[src/rtl/trf_pkg.sv]
`timescale 1ns / 1ps

package trf_pkg;

	// Command codes of an input request
	localparam logic [3:0] CMD_CLEAR     = 4'd0;
	localparam logic [3:0] CMD_TASK_ADD  = 4'd1;
	localparam logic [3:0] CMD_TYPE_ADD  = 4'd2;
	localparam logic [3:0] CMD_STATE     = 4'd3;
	localparam logic [3:0] CMD_EV_HEADER = 4'd4;
	localparam logic [3:0] CMD_EV_PAIR   = 4'd5;
	localparam logic [3:0] CMD_COMM      = 4'd6;
	localparam logic [3:0] CMD_GCOMM     = 4'd7;
	localparam logic [3:0] CMD_OTHER     = 4'd8;

	// State value that marks a running state
	localparam logic [7:0] RUNNING_STATE = 8'd1;

	// Depth of the queue between front and back
	localparam int Q_DEPTH = 2;

	// Configuration register indexes
	typedef enum logic [2:0] {
		REG_ENABLE_STATES  = 3'd0,
		REG_ENABLE_COMMS   = 3'd1,
		REG_ENABLE_EVENTS  = 3'd2,
		REG_FILTER_BY_TASK = 3'd3,
		REG_PASS_ALL_TYPES = 3'd4,
		REG_MIN_STATE_DUR  = 3'd5,
		REG_MAX_STATE_DUR  = 3'd6,
		REG_MIN_COMM_SIZE  = 3'd7
	} reg_idx_t;

	// Classified request kind
	typedef enum logic [3:0] {
		K_CLEAR,
		K_TASK_ADD,
		K_TYPE_ADD,
		K_STATE,
		K_EV_HEADER,
		K_EV_PAIR,
		K_COMM,
		K_GCOMM,
		K_OTHER
	} kind_t;

	typedef struct packed {
		logic        enable_states;
		logic        enable_comms;
		logic        enable_events;
		logic        filter_by_task;
		logic        pass_all_types;
		logic [63:0] min_state_duration;
		logic [63:0] max_state_duration;
		logic [30:0] min_msg_size;
	} cfg_t;

	// One classified request as it travels from front to back
	typedef struct packed {
		kind_t       kind;
		logic [15:0] task_id;
		logic [15:0] partner_task;
		logic        state_ok;
		logic        size_ok;
		logic [63:0] event_type;
		logic        last_pair;
		logic [63:0] rule_low;
		logic [63:0] rule_high;
	} op_t;

endpackage

[src/rtl/trf_queue.sv]
`timescale 1ns / 1ps

module trf_queue (
	input  logic          clk,
	input  logic          arst_n,
	input  logic          push_valid,
	output logic          push_stall,
	input  trf_pkg::op_t  push_op,
	output logic          pop_valid,
	input  logic          pop,
	output trf_pkg::op_t  pop_op
);

	localparam int PW = (trf_pkg::Q_DEPTH > 1) ? $clog2(trf_pkg::Q_DEPTH) : 1;
	localparam int CW = $clog2(trf_pkg::Q_DEPTH + 1);

	trf_pkg::op_t  mem_q [trf_pkg::Q_DEPTH];
	logic [PW-1:0] wr_ptr_q;
	logic [PW-1:0] rd_ptr_q;
	logic [CW-1:0] count_q;
	logic          do_push;
	logic          do_pop;

	assign push_stall = (count_q == CW'(trf_pkg::Q_DEPTH));
	assign pop_valid  = (count_q != '0);
	assign pop_op     = mem_q[rd_ptr_q];
	assign do_push    = push_valid & ~push_stall;
	assign do_pop     = pop & pop_valid;

	// Advance pointers and fill count
	always_ff @(posedge clk or negedge arst_n) begin
		if (!arst_n) begin
			wr_ptr_q <= '0;
			rd_ptr_q <= '0;
			count_q  <= '0;
		end else begin
			if (do_push) begin
				wr_ptr_q <= (wr_ptr_q == PW'(trf_pkg::Q_DEPTH - 1)) ? '0 : wr_ptr_q + PW'(1);
			end
			if (do_pop) begin
				rd_ptr_q <= (rd_ptr_q == PW'(trf_pkg::Q_DEPTH - 1)) ? '0 : rd_ptr_q + PW'(1);
			end
			if (do_push && !do_pop) begin
				count_q <= count_q + CW'(1);
			end else if (do_pop && !do_push) begin
				count_q <= count_q - CW'(1);
			end
		end
	end

	always_ff @(posedge clk) begin
		if (do_push) begin
			mem_q[wr_ptr_q] <= push_op;
		end
	end

endmodule

[config.mk]
export PLATFORM = sky130hd
export DESIGN_NAME = trf_queue
export DESIGN_NICKNAME = d
export VERILOG_FILES = /design/src/rtl/trf_pkg.sv /design/src/rtl/trf_queue.sv
export SDC_FILE = /design/constraint.sdc
export NUM_CORES = 1
export LEC_CHECK = 0
export BUFFER_PORTS_ARGS = -buffer_cell sky130_fd_sc_hd__buf_2
export CAP_MARGIN = 20
export CORE_MARGIN = 4
export CORE_UTILIZATION = 55
export CTS_BUF_LIST = sky130_fd_sc_hd__clkbuf_8
export DETAILED_ROUTE_END_ITERATION = 6
export PLACE_DENSITY = 0.85
export SETUP_SLACK_MARGIN = 0.3
export SLEW_MARGIN = 20
export SYNTH_ARGS = -nofsm -noshare
export SYNTH_HDL_FRONTEND = slang
export SYNTH_SLANG_ARGS = --single-unit
[constraint.sdc]
create_clock -name clk -period 19.1 [get_ports clk]
set_input_delay 2.865 -clock clk [delete_from_list [all_inputs] [get_ports clk]]
set_output_delay 2.865 -clock clk [all_outputs]
set_load 0.05 [all_outputs]
==> run summary <==
status -> finished clean
Hold Path Class -> reg -> reg
Final GP Congestion -> 0.795
P_leak -> 0.00873 µW
Area Overhead vs Synth -> 22.7%
CTS Root Buffer Type -> clkbuf_8
die area -> 0.0349 mm²
Routed WL per cell -> 21.3 µm
Clock transition at path regs -> 60 ps
RSZ-0062 raised after global routing -> no
Post-CTS Setup Inserts -> 0
Final Setup Violations -> 0
Tightest Pin Transition -> 1120 ps
Clock Sinks -> 466
Hold WS -> 531 ps
total core area -> 0.0316 mm²
Critical path buffers and inverters -> 3
H-Tree Depth -> 3
initial antenna violation count -> 10
endpoint class of the critical path -> output pin
critical path fanouts, max -> 56
io pins -> 468
Std-Cell Rows -> 65
highest-count cells in the layout ignoring fill and taps -> buf_2 (467), edfxtp_1 (462), mux2_4 (180)
Worst path top cell family by delay -> buffers and inverters
nets -> 1501
Initial DRT Pass Iterations -> 4
PortBufs -> 467
Slew headroom -> 0.256
fill cell count -> 1987
cells after synthesis -> 738
most common cell after layout, fill and taps aside -> buf_2
DRC Markers -> 0
Slew Viols, Final -> 0
WS Path Type -> reg -> out
global-route wire length before repair -> 54900 µm
Total Routed Length -> 36600 µm
Yosys cell types -> 15
Critical Path Start Type -> register
Slowest cell on crit path -> buf_4
aggregate global-route resource usage -> 0.205
VDD IR max -> 0.153 mV
Yosys Warn Count -> 0
period utilization -> 0.336
CTS tree -> built
Hold Buf Count CTS -> 0
number of buffers created by CTS -> 73
via-per-instance ratio -> 5.15
Routed Antenna Nets -> 0
via count -> 8868
layout cells sized above 1 -> 0.609
maxcap violations -> 0
Post-Syn Area per Cell -> 23.9 µm²
synthesized area -> 0.0176 mm²
clk buf depth -> 3
final hold violations -> 0
Setup Skew -> 29.9 ps
Final HPWL DP -> 25000 µm
overall die width -> 187 µm
sequential area share after synthesis -> 0.794
post-CTS sizing -> 0
Design Power -> 3970 µW
worst path required time -> 16230 ps
cell repeated most along the worst path -> buf_4
largest net degree at the start of global routing -> 79
Final min period -> 6410 ps
Fin Setup TNS -> 0 ps
Yosys reg bits -> 466
die height -> 187 µm
CP peak stage delay -> 820 ps
gr ovfl total -> 0
WP data arrival -> 3550 ps
syn_nets -> 974
vias in the first global route -> 9645
Starting Density -> 0.558
pwr/cell area -> 184 mW/mm²
Worst-Skew Late Latency -> 580 ps
cells along the critical path -> buf_4 > buf_4 > mux2_4 > buf_2
DR iter-0 viols -> 496
Max Clk Rate -> 0.156 GHz
## power by group
part	total [µW]	internal (µW)	switching, µW
clock	737	385	352
combinational	1760	529	1230
sequential	1470	1400	70.4
total	3970	2320	1650
## final cells by class
class / instances / area (µm²) / share of cell area
antenna: 8 / 20.0 / 0.000926
clock buffer: 81 / 1110 / 0.0516
clock inverter: 42 / 169 / 0.00782
multi-input combinational: 244 / 3380 / 0.156
tap: 402 / 503 / 0.0233
inverter: 2 / 7.51 / 0.000347
timing repair buffer: 478 / 2440 / 0.113
sequential: 466 / 14000 / 0.647
## per-stage QoR
stage	instances	setup WS, ps	utilization	cell area [µm²]
after CTS	1714	12070	0.683	21600
after global routing	1722	12560	0.685	21600
after floorplan	738	5750	-	17600
after detailed placement	1591	12740	0.643	20300
after global placement	1591	12730	0.643	20300
final	1723	12690	0.685	21600
## path summary, 6_finish.rpt
path                                             start                endpoint  slack [ps]  cells past startpoint
worst min register to register  count_q[1]$_DFFE_PN0P_  count_q[1]$_DFFE_PN0P_         530                      1
worst min-delay path            count_q[1]$_DFFE_PN0P_  count_q[1]$_DFFE_PN0P_         530                      1
worst max register to register  count_q[0]$_DFFE_PN0P_  mem_q[1][77]$_DFFE_PP_       15940                      4
max in group asynchronous                       arst_n    rd_ptr_q$_DFFE_PN0P_       16870                      1
min in group asynchronous                       arst_n  count_q[0]$_DFFE_PN0P_        2090                      1
worst max-delay path              rd_ptr_q$_DFFE_PN0P_              pop_op[76]       12690                      4
## sequential cells by signal, summed over array words and instances (netlist names)
signal    flops
wr_ptr_q      1
mem_q       462
rd_ptr_q      1
count_q       2
## worst register-to-register path, cell delays in order (launching register included)
cell      delay, ps
dfrtp_1         430
nand2b_1        190
and3_4          560
buf_4           610
buf_4           890
## per-layer routing
metal,up-vias,GRT usage,wire [µm]
met3,86,0.0707,3090
met4,6,0.0944,1330
li1,4010,-,-
met2,427,0.355,19200
met5,-,0,34
met1,4339,0.228,13000
## cell families after synthesis
kind of cell	synth area share
xor gates and xnor gates	0.00249
buffers and inverters	0.0153
DFF	0.794
and+or+nand+nor	0.00192
adders and majority gates	0.000710
muxes	0.186
## cells in the mapped netlist
| cell | instances | area share |
|---|---|---|
| and3_1 | 1 | 0.00036 |
| buf_2 | 5 | 0.0014 |
| buf_6 | 21 | 0.013 |
| dfrtp_1 | 4 | 0.0057 |
| edfxtp_1 | 462 | 0.79 |
| ha_1 | 1 | 0.00071 |
| inv_1 | 2 | 0.00043 |
| mux2_2 | 51 | 0.033 |
| mux2_4 | 180 | 0.15 |
| nand2_1 | 2 | 0.00043 |
| nand2b_1 | 1 | 0.00036 |
| nor2_1 | 2 | 0.00043 |
| or2_2 | 1 | 0.00036 |
| xnor2_1 | 3 | 0.0015 |
| xor2_1 | 2 | 0.00099 |
Note: power is estimated with default switching activity, not from simulation.
