## config.mk

```make
export PLATFORM = sky130hd
export DESIGN_NAME = trf_front
export DESIGN_NICKNAME = d
export VERILOG_FILES = /design/src/rtl/trf_pkg.sv /design/src/rtl/trf_front.sv
export SDC_FILE = /design/constraint.sdc
export NUM_CORES = 1
export LEC_CHECK = 0
export BUFFER_PORTS_ARGS = -buffer_cell sky130_fd_sc_hd__buf_2
export CAP_MARGIN = 20
export CORE_AREA = 2 2 307 309
export DETAILED_ROUTE_END_ITERATION = 12
export DIE_AREA = 0 0 309 311
export PLACE_DENSITY = 0.46
export SYNTH_ARGS = -nofsm -noshare
export SYNTH_HDL_FRONTEND = slang
export SYNTH_SLANG_ARGS = --single-unit
```

## constraint.sdc

```tcl
create_clock -name clk -period 18.9 [get_ports clk]
set_input_delay 0.945 -clock clk [delete_from_list [all_inputs] [get_ports clk]]
set_output_delay 0.945 -clock clk [all_outputs]
set_load 0.02 [all_outputs]
```

## src/rtl/trf_pkg.sv

```systemverilog
`timescale 1ns / 1ps

package trf_pkg;

	// Command codes of an input request
	localparam logic [3:0] CMD_CLEAR     = 4'd0;
	localparam logic [3:0] CMD_TASK_ADD  = 4'd1;
	localparam logic [3:0] CMD_TYPE_ADD  = 4'd2;
	localparam logic [3:0] CMD_STATE     = 4'd3;
	localparam logic [3:0] CMD_EV_HEADER = 4'd4;
	localparam logic [3:0] CMD_EV_PAIR   = 4'd5;
	localparam logic [3:0] CMD_COMM      = 4'd6;
	localparam logic [3:0] CMD_GCOMM     = 4'd7;
	localparam logic [3:0] CMD_OTHER     = 4'd8;

	// State value that marks a running state
	localparam logic [7:0] RUNNING_STATE = 8'd1;

	// Depth of the queue between front and back
	localparam int Q_DEPTH = 2;

	// Configuration register indexes
	typedef enum logic [2:0] {
		REG_ENABLE_STATES  = 3'd0,
		REG_ENABLE_COMMS   = 3'd1,
		REG_ENABLE_EVENTS  = 3'd2,
		REG_FILTER_BY_TASK = 3'd3,
		REG_PASS_ALL_TYPES = 3'd4,
		REG_MIN_STATE_DUR  = 3'd5,
		REG_MAX_STATE_DUR  = 3'd6,
		REG_MIN_COMM_SIZE  = 3'd7
	} reg_idx_t;

	// Classified request kind
	typedef enum logic [3:0] {
		K_CLEAR,
		K_TASK_ADD,
		K_TYPE_ADD,
		K_STATE,
		K_EV_HEADER,
		K_EV_PAIR,
		K_COMM,
		K_GCOMM,
		K_OTHER
	} kind_t;

	typedef struct packed {
		logic        enable_states;
		logic        enable_comms;
		logic        enable_events;
		logic        filter_by_task;
		logic        pass_all_types;
		logic [63:0] min_state_duration;
		logic [63:0] max_state_duration;
		logic [30:0] min_msg_size;
	} cfg_t;

	// One classified request as it travels from front to back
	typedef struct packed {
		kind_t       kind;
		logic [15:0] task_id;
		logic [15:0] partner_task;
		logic        state_ok;
		logic        size_ok;
		logic [63:0] event_type;
		logic        last_pair;
		logic [63:0] rule_low;
		logic [63:0] rule_high;
	} op_t;

endpackage

```

## src/rtl/trf_front.sv

```systemverilog
`timescale 1ns / 1ps

module trf_front (
	input  logic              clk,
	input  logic              arst_n,
	input  trf_pkg::cfg_t     cfg,
	input  logic              in_valid,
	output logic              in_stall,
	input  logic [3:0]        command,
	input  logic [15:0]       task_id,
	input  logic [15:0]       partner_task,
	input  logic [63:0]       begin_time,
	input  logic [63:0]       end_time,
	input  logic [7:0]        state_code,
	input  logic [30:0]       comm_size,
	input  logic [63:0]       event_type,
	input  logic              last_pair,
	input  logic [63:0]       rule_low,
	input  logic [63:0]       rule_high,
	output logic              push_valid,
	input  logic              push_stall,
	output trf_pkg::op_t      push_op
);

	logic            valid_s1;
	trf_pkg::op_t    op_s1;
	trf_pkg::op_t    op_d;
	trf_pkg::kind_t  kind;
	logic [63:0]     duration;
	logic            accept;

	// Hold the request while the queue is full
	assign in_stall   = valid_s1 & push_stall;
	assign accept     = in_valid & ~in_stall;
	assign push_valid = valid_s1;
	assign push_op    = op_s1;

	// Decode the command
	always_comb begin
		unique case (command)
			trf_pkg::CMD_CLEAR:     kind = trf_pkg::K_CLEAR;
			trf_pkg::CMD_TASK_ADD:  kind = trf_pkg::K_TASK_ADD;
			trf_pkg::CMD_TYPE_ADD:  kind = trf_pkg::K_TYPE_ADD;
			trf_pkg::CMD_STATE:     kind = trf_pkg::K_STATE;
			trf_pkg::CMD_EV_HEADER: kind = trf_pkg::K_EV_HEADER;
			trf_pkg::CMD_EV_PAIR:   kind = trf_pkg::K_EV_PAIR;
			trf_pkg::CMD_COMM:      kind = trf_pkg::K_COMM;
			trf_pkg::CMD_GCOMM:     kind = trf_pkg::K_GCOMM;
			default:                kind = trf_pkg::K_OTHER;
		endcase
	end

	// Classify: state duration and running check, message size check
	always_comb begin
		duration          = end_time - begin_time;
		op_d.kind         = kind;
		op_d.task_id      = task_id;
		op_d.partner_task = partner_task;
		op_d.state_ok     = (state_code == trf_pkg::RUNNING_STATE)
			&& (duration >= cfg.min_state_duration)
			&& ((cfg.max_state_duration == 64'd0) || (duration <= cfg.max_state_duration));
		op_d.size_ok      = (comm_size >= cfg.min_msg_size);
		op_d.event_type   = event_type;
		op_d.last_pair    = last_pair;
		op_d.rule_low     = rule_low;
		op_d.rule_high    = rule_high;
	end

	// Stage valid: set on accept, drop once pushed
	always_ff @(posedge clk or negedge arst_n) begin
		if (!arst_n) begin
			valid_s1 <= 1'b0;
		end else if (accept) begin
			valid_s1 <= 1'b1;
		end else if (!push_stall) begin
			valid_s1 <= 1'b0;
		end
	end

	always_ff @(posedge clk) begin
		if (accept) begin
			op_s1 <= op_d;
		end
	end

endmodule

```

==> results of run 1 <==
==> through the flow <==
step	cell area, µm²	util	power (mW)	setup slack [ps]	hold slack [ps]
2_1_floorplan	15000	-	0.919	6770	649
3_3_place_gp	20500	0.221	1.10	10850	674
3_5_place_dp	20500	0.221	1.10	10850	670
4_1_cts	21500	0.231	1.68	11490	69.5
5_1_grt	21500	0.231	1.76	10890	75.1
6_report	21500	0.231	1.66	11470	109
==> worst paths after layout <==
| check | end | start | depth (start not counted) |
|---|---|---|---|
| setup / recovery | push_op[194] | end_time[0] | 24 |
| hold / removal | push_valid | arst_n | 1 |
| setup reg to reg | push_op[181] | push_valid | 6 |
| hold reg to reg | push_valid | push_valid | 2 |
| max in group asynchronous | push_valid | arst_n | 1 |
| min in group clk | push_op[55] | rule_high[55] | 1 |
==> power groups by stage <==
stage | Sequential [mW] | Clock [mW] | Combinational, mW
2_1_floorplan | 0.665 | 0 | 0.254
3_3_place_gp | 0.618 | 0 | 0.483
3_5_place_dp | 0.619 | 0 | 0.486
4_1_cts | 0.608 | 0.586 | 0.489
5_1_grt | 0.610 | 0.605 | 0.544
6_report | 0.608 | 0.565 | 0.484
==> flip-flops by register name (all words and copies together) (netlist names) <==
register	cells
push_valid	1
push_op	231
==> cell usage in the layout (no fill, tap or decap), drive strengths merged, types with 4 or more instances in the layout <==
cell type  count
nor3           9
nor2          33
and2           5
inv          244
a21o          85
a2111oi        5
o21ai         64
a31oi         13
nand4         51
nand2         63
o2111ai        4
nor4          19
nand3         16
a21oi        115
edfxtp       231
a211oi        10
nand2b        11
and3          10
ha           222
xor2          30
or2            7
clkbuf        31
clkinv        13
o211ai         8
nor2b         20
o21bai        12
xnor2         30
o21a          13
diode          9
buf          798
==> cell type report <==
cell class / instances / area, µm² / share of cell area
Multi-Input combinational cell: 896 / 7040 / 0.328
Timing Repair Buffer: 798 / 4020 / 0.187
Tap cell: 1254 / 1570 / 0.0731
Sequential cell: 232 / 6960 / 0.324
Clock buffer: 31 / 733 / 0.0341
Clock inverter: 22 / 229 / 0.0107
Antenna cell: 9 / 22.5 / 0.00105
Inverter: 239 / 897 / 0.0418
==> cells by family after synthesis <==
kind of cell,count (synthesis),synth area share
flops,232,0.465
fa+ha+maj,223,0.187
simple gates,257,0.0934
xor+xnor,60,0.0351
buf+inv,257,0.0649
compound gates,356,0.154
==> synth_stat cells, drive strengths merged, types with 2 or more instances <==
master,number
o211ai,8
a2111oi,5
o22ai,2
a311oi,2
a211o,2
inv,239
o21ai,64
xnor2,30
a31o,3
and4,3
o21a,13
o41ai,3
clkbuf,13
ha,222
o2111ai,4
a21oi,115
o21bai,12
a31oi,13
o311ai,2
a211oi,10
o31ai,3
and3,10
nor2b,20
and2,5
nor3,9
a21boi,2
nand2,63
nand2b,11
nand3b,3
buf,5
edfxtp,231
a21o,85
xor2,30
nor2,33
o2111a,2
nand3,16
nor4,19
nand4,51
or2,7
==> metal layers <==
metal | vias to the layer above | global-route usage | part of all wire
li1 | 6685 | - | -
met1 | 6331 | 0.165 | 0.42
met2 | 563 | 0.235 | 0.48
met3 | 107 | 0.0331 | 0.074
met4 | 16 | 0.0306 | 0.024
met5 | - | 0 | 0.0015
==> worst register-to-register path: stages, from the launching register on <==
cell     delay (ps)
dfrtp_1         370
and2_1          180
nor2b_4         330
buf_12          260
buf_4           670
buf_4           900
buf_4           900
==> flow_summary.ini, run 1 <==
[finish]
drive_above_1_share = 0.391
area_growth_syn_to_layout_pct = 43.5
nets = 2983
fillers = 10300
fin_cells = 3481

[cts]
cts_max_level = 1
hold_buffers = 0
tritoncts = built
clockBufferDepth = 3
numCtsBuffers = 29
clock_sinks = 232
cts_resized = 0
clk_pin_slew_ps = 70
clk_latency_ps = 600
cts_root_buf = clkbuf_16
post_cts_buffers = 0

[critical_path]
required_ps = 19200
cp.arrival_ps = 7730
crit_type = in2reg
path_buf_inv = 3
r2r_slack_ps = 14760
crit_slowest_cell = a31oi_1
path_cells = buf_2, inv_1, ha_1, inv_1, fa_1, a211oi_1, o21ai_0, a211oi_1, o21a_1, o21ai_1, a31oi_1, nand2_1, a221o_1, a221oi_1, xnor2_1, ha_1, and4_1, nand4_1, or3_1, nand3b_1, nor3_1, a2111oi_0, a311oi_1, a311oi_1
critPathTopFamily = compound AO/OA/AOI/OAI gates
slowest_delay_ps = 700
cp-start-kind = input port
cp_max_fo = 3
critPathCaptureType = flip-flop

[sta]
max_slew.worst_pin.slew_ps = 1120
slew_headroom = 0.249
hold_viol = 0
clock_skew_ps = 37.5
min_period_ps = 7430
finalSetupViolations = 0
slew_violations = 0
rsz0062_at_grt = no
tns_ps = 0
fmax_ghz = 0.135
finalCritPeriodShare = 0.393

[yosys]
async_flop_share = 0.00431
ys_ff_latch = 232
syn-num-nets = 2172
ys.flop_type = edfxtp_1
synth_area_per_cell_um2 = 10.8
synth_seq_area_share = 0.465
yosysTopAreaCell = edfxtp_1
synth_area_leaders = edfxtp_1 46%, ha_1 19%, inv_1 6.0%
synthCells = 1385
ys_warn_count = 0
synth-edff-count = 231
post-synth-top-area-fraction = 0.464
syn_area_mm2 = 0.0150
ys_types = 65

[pwr]
ir_drop_v = 0.0000525
p_sw_mw = 0.535
p_leak_nw = 10.6
p_comb_frac = 0.292
p_int_mw = 1.12
power.share.clock = 0.341
seq_power_share = 0.367
switching_share = 0.323
p_per_area_mw_per_mm2 = 77.1

[floorplanning]
io_pins = 797
die-area_mm2 = 0.0961
die_height_um = 311
core_mm2 = 0.0928
chipWidth_um = 309
core.rowCount = 112
start_util = 0.161

[place]
place.gp.congestion = 0.870
dp_hpwl_mm = 59.9
port_buffers = 791
place_inst = 3419

[global_routing]
grt_pass1_wl_mm = 94.1
grt_start_max_net_pins = 73
grt_pass1_vias = 13900
antenna_found_initial = 32
grt_use_total = 0.135
grt_overflow_total = 0

[detailed_routing]
vias = 13700
first_pass_iters = 5
drt_iter0_markers = 862
routed_wl_mm = 67.9
ant_nets = 0
via_per_inst = 3.94
drc = 0
routedWlPerCell_um = 19.5

[hold_path]
worstHoldPathType = in2async

[job]
maxCapViolCount = 0

[status]
status = finished clean
Note: power is estimated with default switching activity, not from simulation.
==> inputs of run 2 (changes only) <==
--- a/config.mk
+++ b/config.mk
@@ -7,10 +7,10 @@
 export LEC_CHECK = 0
 export BUFFER_PORTS_ARGS = -buffer_cell sky130_fd_sc_hd__buf_2
 export CAP_MARGIN = 20
-export CORE_AREA = 2 2 307 309
+export CORE_AREA = 2 2 306 308
 export DETAILED_ROUTE_END_ITERATION = 12
-export DIE_AREA = 0 0 309 311
-export PLACE_DENSITY = 0.46
+export DIE_AREA = 0 0 308 310
+export PLACE_DENSITY = 0.47
 export SYNTH_ARGS = -nofsm -noshare
 export SYNTH_HDL_FRONTEND = slang
 export SYNTH_SLANG_ARGS = --single-unit
==> constraint.sdc (replaced) <==
create_clock -name clk -period 6.75 [get_ports clk]
set_input_delay 0.3375 -clock clk [delete_from_list [all_inputs] [get_ports clk]]
set_output_delay 0.3375 -clock clk [all_outputs]
set_load 0.02 [all_outputs]
==> run 2 against run 1 <==
Against the previous run:
- cell count is 5.2% higher
- non-clock buffer count increased by 240
- via count up 6.9%
- critical path depth grew 1
- register-to-register slack got worse by 11000 ps
- sequential power rose to 2.8 times the previous value
- sequential share of layout area fell by 3.1 points
- first-iteration DRC count fell by 9.2%
- setup slack got worse by 11000 ps
- worst hold slack improved by 13 ps
- combinational power grew to 3.1 times the previous value
- total power grew to 2.9 times the previous value
- largest power group unchanged
==> flow_summary.ini, run 2 (same netlist as run 1, synthesis figures left out) <==
[detailed_routing]
ant_nets = 0
vias = 14700
routedWlPerCell_um = 20.4
drc = 0
drt_iter0_markers = 783
via_per_inst = 4.00
first_pass_iters = 5
routed_wl_mm = 74.6

[global_routing]
antenna_found_initial = 54
grt_pass1_wl_mm = 101
grt_overflow_total = 0
grt_use_total = 0.146
grt_start_max_net_pins = 104
use_met3 = 0.0427
busiest_layer = met2
grt_use_met1 = 0.173
grt_util_met2 = 0.264
grt_pass1_vias = 14800

[critical_path]
rr_worst_depth = 4
critPathCaptureType = flip-flop
r2r-start = push_valid
endpoint = push_op[194]
cp.arrival_ps = 6220
cp-start-kind = input port
crit_slowest_cell = a211oi_1
slowest_delay_ps = 460
crit_type = in2reg
required_ps = 7080
r2r_slack_ps = 4060
worst_r2r_endpoint = push_op[101]
worstSetupStartpoint = end_time[0]
cp_max_fo = 3

[cts]
cts_resized = 0
clock_sinks = 232
clockBufferDepth = 3
numCtsBuffers = 29
tritoncts = built
post_cts_buffers = 0
cts_max_level = 1
cts_root_buf = clkbuf_16
clk_latency_ps = 600
hold_buffers = 231
clk_pin_slew_ps = 80

[floorplanning]
die_height_um = 310
die-area_mm2 = 0.0955
io_pins = 797
core_mm2 = 0.0925
chipWidth_um = 308
start_util = 0.162
core.rowCount = 112

[finish]
fillers = 9950
stdcell_area_mm2 = 0.0238
drive_above_1_share = 0.356
multi_input_area_mm2 = 0.00704
final_common_cell = buf_2
regArea_mm2 = 0.00696
fin_util = 0.257
final_cell_mix = 791 x buf_2, 239 x inv_1, 231 x dlygate4sd3_1, 231 x edfxtp_1, 222 x ha_1
largest_reg_flops = 231
area_growth_syn_to_layout_pct = 58.8
nets = 3223

[sta]
slew_headroom = 0.347
slew_violations = 0
finalCritPeriodShare = 0.873
tns_ps = 0
finalSetupViolations = 0
rsz0062_at_grt = no
min_period_ps = 5890
max_slew.worst_pin.slew_ps = 970
hold_viol = 0
clock_skew_ps = 17.5
fmax_ghz = 0.170

[pwr]
ir_drop_v = 0.000204
p_per_area_mw_per_mm2 = 202
p_leak_nw = 11.6

[job]
maxCapViolCount = 0

[hold_path]
min-delay-start = command[0]
worstHoldPathType = in2reg

[place]
dp_hpwl_mm = 64.1
placed_cell_area_mm2 = 0.0205
port_buffers = 791
place.gp.congestion = 0.851

[status]
status = finished clean
run 2: cell count changes in the layout (fill, tap and decap cells not counted), sizes merged:
| cell | before | now |
|---|---|---|
| dlygate4sd3 | 0 | 231 |
| buf | 798 | 807 |
| clkinvlp | 1 | 3 |
| diode | 9 | 7 |
| inv | 244 | 242 |
| clkbuf | 31 | 32 |
run 2: routing by layer:
metal  share of wire  vias up  wire [µm]
li1                -     7169          -
met1            0.41     6721      30600
met2            0.49      567      36500
met3           0.074      152       5490
met4           0.024       44       1770
met5          0.0039        -        291
run 2: worst min path at each step:
stage / to / cells past startpoint
after floorplan: push_valid / 0
after global placement: push_valid / 1
after detailed placement: push_valid / 1
after CTS: push_op[227] / 2
after global routing: push_op[227] / 2
final: push_op[227] / 2
run 2: final cells by class:
cell class                 instances  share of cell area
antenna                            7            0.000737
clock buffer                      32              0.0310
clock inverter                    22             0.00906
inverter                         239              0.0377
multi-input combinational        896               0.296
sequential                       232               0.293
tap                             1197              0.0630
timing repair buffer            1038               0.269
run 2: power breakdown:
group	switching (mW)	total, mW	internal, mW
clock network	0.675	1.58	0.908
registers	0.0222	1.71	1.68
logic	0.859	1.50	0.645
total	1.56	4.79	3.24
run 2: critical path: cells and delay by family:
family,cells,cell delay (ps)
AO/OA/AOI/OAI,11,2850
XOR/XNOR,1,190
adder cells (fa/ha/maj),3,950
buffers and inverters,4,390
AND/OR/NAND/NOR,6,1500
run 2: metrics by stage:
step	setup WS, ps	power [mW]	std cells	hold WS (ps)
final	855	4.79	3663	122
after global routing	371	5.09	3658	88.8
after CTS	849	4.88	3656	83.4
after detailed placement	180	3.13	3371	117
after global placement	409	3.12	3371	115
after floorplan	1750	2.55	1385	41.9
